$ cat src/hdl/mpfb_pkg.sv
// Package with shared types and constants for the page framebuffer draw engine.
package mpfb_pkg;

  localparam int STORE_DEPTH = 512;
  localparam int ADDR_W = 9;

  localparam logic [2:0] KIND_FILL = 3'd0;
  localparam logic [2:0] KIND_PIXEL = 3'd1;
  localparam logic [2:0] KIND_RUN = 3'd2;
  localparam logic [2:0] KIND_ELLIPSE = 3'd3;
  localparam logic [2:0] KIND_READ = 3'd4;

  typedef struct packed {
    logic [2:0] kind;
    logic [7:0] x_coord;
    logic [7:0] y_coord;
    logic [7:0] run_length;
    logic [7:0] radius_x;
    logic [7:0] radius_y;
    logic color;
    logic [7:0] fill_value;
    logic [8:0] read_address;
  } cmd_t;

  typedef struct packed {
    logic [7:0] read_data;
    logic [2:0] done_kind;
  } result_t;

endpackage

$ cat src/hdl/mpfb_cmd_queue.sv
// Two-entry command queue between the front end and the draw engine.
module mpfb_cmd_queue (
  input  logic           clk,
  input  logic           rst,
  input  logic           push,
  input  mpfb_pkg::cmd_t push_cmd,
  output logic           full,
  input  logic           pop,
  output logic           empty,
  output mpfb_pkg::cmd_t head
);
  import mpfb_pkg::*;

  cmd_t entries [2];
  logic rd_ptr;
  logic wr_ptr;
  logic [1:0] count;

  assign full = (count == 2'd2);
  assign empty = (count == 2'd0);
  assign head = entries[rd_ptr];

  always_ff @(posedge clk) begin
    if (push && !full) begin
      entries[wr_ptr] <= push_cmd;
    end
  end

  always_ff @(posedge clk) begin
    if (rst) begin
      rd_ptr <= 1'b0;
      wr_ptr <= 1'b0;
      count <= 2'd0;
    end else begin
      if (push && !full) begin
        wr_ptr <= ~wr_ptr;
      end
      if (pop && !empty) begin
        rd_ptr <= ~rd_ptr;
      end
      count <= count + {1'b0, (push && !full)} - {1'b0, (pop && !empty)};
    end
  end
endmodule

$ cat config.mk
export PLATFORM = sky130hd
export DESIGN_NAME = mpfb_cmd_queue
export DESIGN_NICKNAME = d
export VERILOG_FILES = /design/src/hdl/mpfb_pkg.sv /design/src/hdl/mpfb_cmd_queue.sv
export SDC_FILE = /design/constraint.sdc
export NUM_CORES = 1
export LEC_CHECK = 0
export BUFFER_PORTS_ARGS = -buffer_cell sky130_fd_sc_hd__buf_4
export CAP_MARGIN = 20
export CORE_ASPECT_RATIO = 2
export CORE_UTILIZATION = 25
export CTS_BUF_LIST = sky130_fd_sc_hd__clkbuf_2 sky130_fd_sc_hd__clkbuf_4 sky130_fd_sc_hd__clkbuf_8
export DETAILED_ROUTE_END_ITERATION = 8
export PLACE_DENSITY = 0.5
export SYNTH_ARGS = -nofsm -noshare
export SYNTH_HDL_FRONTEND = slang
export SYNTH_SLANG_ARGS = --single-unit
$ cat constraint.sdc
create_clock -name clk -period 6.6 [get_ports clk]
set_input_delay 1.32 -clock clk [delete_from_list [all_inputs] [get_ports clk]]
set_output_delay 1.32 -clock clk [all_outputs]
set_load 0.05 [all_outputs]
Yosys cells after proc, flatten, opt, wreduce, memory -nomap -nowiden. Memories as Yosys holds them, arrays and structs flattened. A register that Yosys moved wholly into a read port is not among the register bits. Index checks and enable logic that the tools add are counted. W data, S select, Z words.

Register bits: 4. Bits in writable memories: 122. Bits of input ports: 65. Logic and storage cells: 18. Memories kept: 1.

$add $sub $neg: 2. Equality and inequality tests: 1. Muxes and demuxes: 4. Bitwise logic cells: 2. Reduce and logical (&&, ||, !) cells: 5.

Memory list: entries (depth 2, width 61, rd ports 1, clocked after Yosys merged registers in 1, write ports 1, line mpfb_cmd_queue.sv:14) `cmd_t entries [2];`.

Operators by type and width (count): $mux W1 (4); $add A2 B1 Y2 (1); $eq A2 B2 Y1 const B (1); $logic_and A1 B1 Y1 (2); $logic_not A1 Y1 (2); $logic_not A2 Y1 (1); $not A1 Y1 (2); $sub A2 B1 Y2 (1).

Depth between registers and ports, before layout.
Word-level depth: 5. Depth in mapped cells: 8.

Worst setup path before layout. OpenSTA, ideal clock, no wires.

Path kind: input to register. Start point: in push. End point: mem entries[0][0] (netlist bit), enable pin. Library setup time: 0.415 ns. Arrival: 2.907 ns. Slack: 3.277 ns. Cell stages on the path: 3. Buffers on the path: 0. Cell sequence: inv_1 or3_1 inv_1.

Longest elaborated chain between the ends: 3.

RTL lines: start: declaration (line mpfb_cmd_queue.sv:5) `input logic push,`; $logic_and A1 B1 Y1 (line mpfb_cmd_queue.sv:24) `if (push && !full) begin`; $mux W1 (line mpfb_cmd_queue.sv:24); $mux W1 (not written as such) (line mpfb_cmd_queue.sv:25) `entries[wr_ptr] <= push_cmd;`; end: declaration (line mpfb_cmd_queue.sv:14).

No other way between the ends.

==> run metrics <==
status finished, violations left; violated checks DRC; ANT nets after route 0; Leak Pwr 2.30 nW; PwrDens 454 nW/um^2; Yosys cell types 20; global route overflow 0; CP startpoint kind flop; Die Height 194 um; Setup crit end head[13]; hpwl dp 6.17 mm; Die Wd 98.1 um; Max Fclk 297 MHz; Final #Nets 426; r2r setup slk 4530 ps; IO Pins 128; post-CTS sizing 0; minimum clock period 3370 ps; ys flop type edfxtp_1; Worst Setup Path Type reg2out; Initial Utilization 0.254; average size of a mapped cell 21.3 sq um; largest net degree at the start of global routing 62; # clock sinks 127; Setup crit end kind output pin; number of flops mapped to enable cells by yosys 122; clk_lat worst skew 420 ps; # rows 70; Setup TNS 0 ps; clk slew on worst S/H paths 70 ps; setup slack after layout 3230 ps; Setup WS pre-CTS 3550 ps; max_cap viols 0; count leader, synth edfxtp_1; final wirelength 9.61 mm; R2R depth 5; dpl cell area 5830 sq um; RSZ-0062 raised after global routing false; Worst Path Required 5280 ps; post-synth top area share 0.793; clk_skew 8.43 ps; Filler cells 1772; wire per inst 16.3 um; Final setup viols 0; most frequent cells after synthesis edfxtp_1, mux2_2, buf_2, dfxtp_1, nor2_1; DRC violations left 6; HP Class reg2reg; antenna violations before repair 0; reg2reg start count[0]; Worst R2R End entries[0][36]; metal2 WL 5.58 mm; Overall Global Routing Usage 0.106; first-pass GRT wire length 14.5 mm; DR vias 2441; Highest Signal Layer met4; Mapped Cells 217; die area 19100 sq um; Cell Area, Synth 4620 sq um; Yosys top cell by area edfxtp_1; Crit path arrival time 2050 ps; Synth Warn # 0; H-Tree Depth 4; Port Buf Inserts 127; share of layout cells above drive strength 1 0.605; Core Area 18200 sq um; DRT Pass-1 Iters 8; #FFs+latches synth 127; Layout area overhead 34.7%; met1 wire length 3.31 mm; period utilization 0.511; syn_nets 284; maximum VDD drop 0.000321 V; Slew Viols, Final 0; Tightest Pin Transition 890 ps; gpl congestion 0.671; total power 2.82 mW; asr flop ratio synth 0; vias in the first global route 2736; final hold violations 0; Area contributors post-synth edfxtp_1, mux2_2, dfxtp_1; CTS root buf clkbuf_8; hold depth 2; Max clock buf depth 2; Num CTS Buffers 17; Rel. slew slack 0.406; met3 WL 485 um; diodes inserted 0; post-CTS setup buffers 0; 1st-iter DRT viols 61; CTS tree yes; hold_ws 498 ps; cts hold-fix bufs 0; Via density 4.15; crit path max fanout 61; final instance area 6220 sq um; sequential-to-total area share from yosys stat 0.815
==> metal layers <==
metal	vias to the layer above	GRT usage
met2	73	0.204
met1	1229	0.0902
met3	10	0.0371
met4	0	0.0640
met5	-	0
li1	1129	-
==> state kept, by name, summed over array words and instances, names as in the netlist, named ones only <==
name	cells
rd_ptr	1
entries	122
wr_ptr	1
count	2
==> power by group <==
| part | internal, mW | total, mW | switching, mW |
|---|---|---|---|
| Combinational | 0.358 | 1.10 | 0.747 |
| Sequential | 1.03 | 1.06 | 0.0292 |
| Clock | 0.369 | 0.659 | 0.290 |
==> critical path: stages (launching register included) <==
cell	delay, ps
dfxtp_2	320
buf_4	610
mux2_2	440
buf_4	190
==> placed cells by master (no fill, tap or decap), drive strengths merged, types with 2 or more instances in the layout <==
master    instances
clkinv            8
buf             130
clkbuf           18
dfxtp             5
bufinv            3
mux2             61
clkinvlp          3
edfxtp          122
nor2              4
inv               4
ha                2
==> per-stage QoR <==
stage | util | std cells
global route | 0.342 | 588
global placement | 0.320 | 556
floorplan | - | 217
detailed placement | 0.320 | 556
finish | 0.342 | 588
CTS | 0.342 | 588
==> cell families after synthesis <==
group           synth area share
simple gates              0.0127
mux                        0.149
buf+inv                   0.0108
flops                      0.815
fa+ha+maj                0.00542
compound gates           0.00379
xor+xnor                 0.00379
==> worst min path at each step <==
stage               startpoint  endpoint  slack [ps]
floorplan               wr_ptr    wr_ptr         450
global placement        wr_ptr    wr_ptr         480
detailed placement      wr_ptr    wr_ptr         490
CTS                     wr_ptr    wr_ptr         500
global route            wr_ptr    wr_ptr         520
finish                  wr_ptr    wr_ptr         500
==> layout make-up <==
class	instances	area, sq um	share of cell area
Sequential cell	127	3760	0.605
Timing Repair Buffer	130	976	0.157
Multi-Input combinational cell	79	806	0.129
Tap cell	216	270	0.0434
Clock buffer	18	241	0.0388
Clock inverter	14	149	0.0239
Inverter	4	15.0	0.00241
Note: power is estimated with default switching activity, not from simulation.
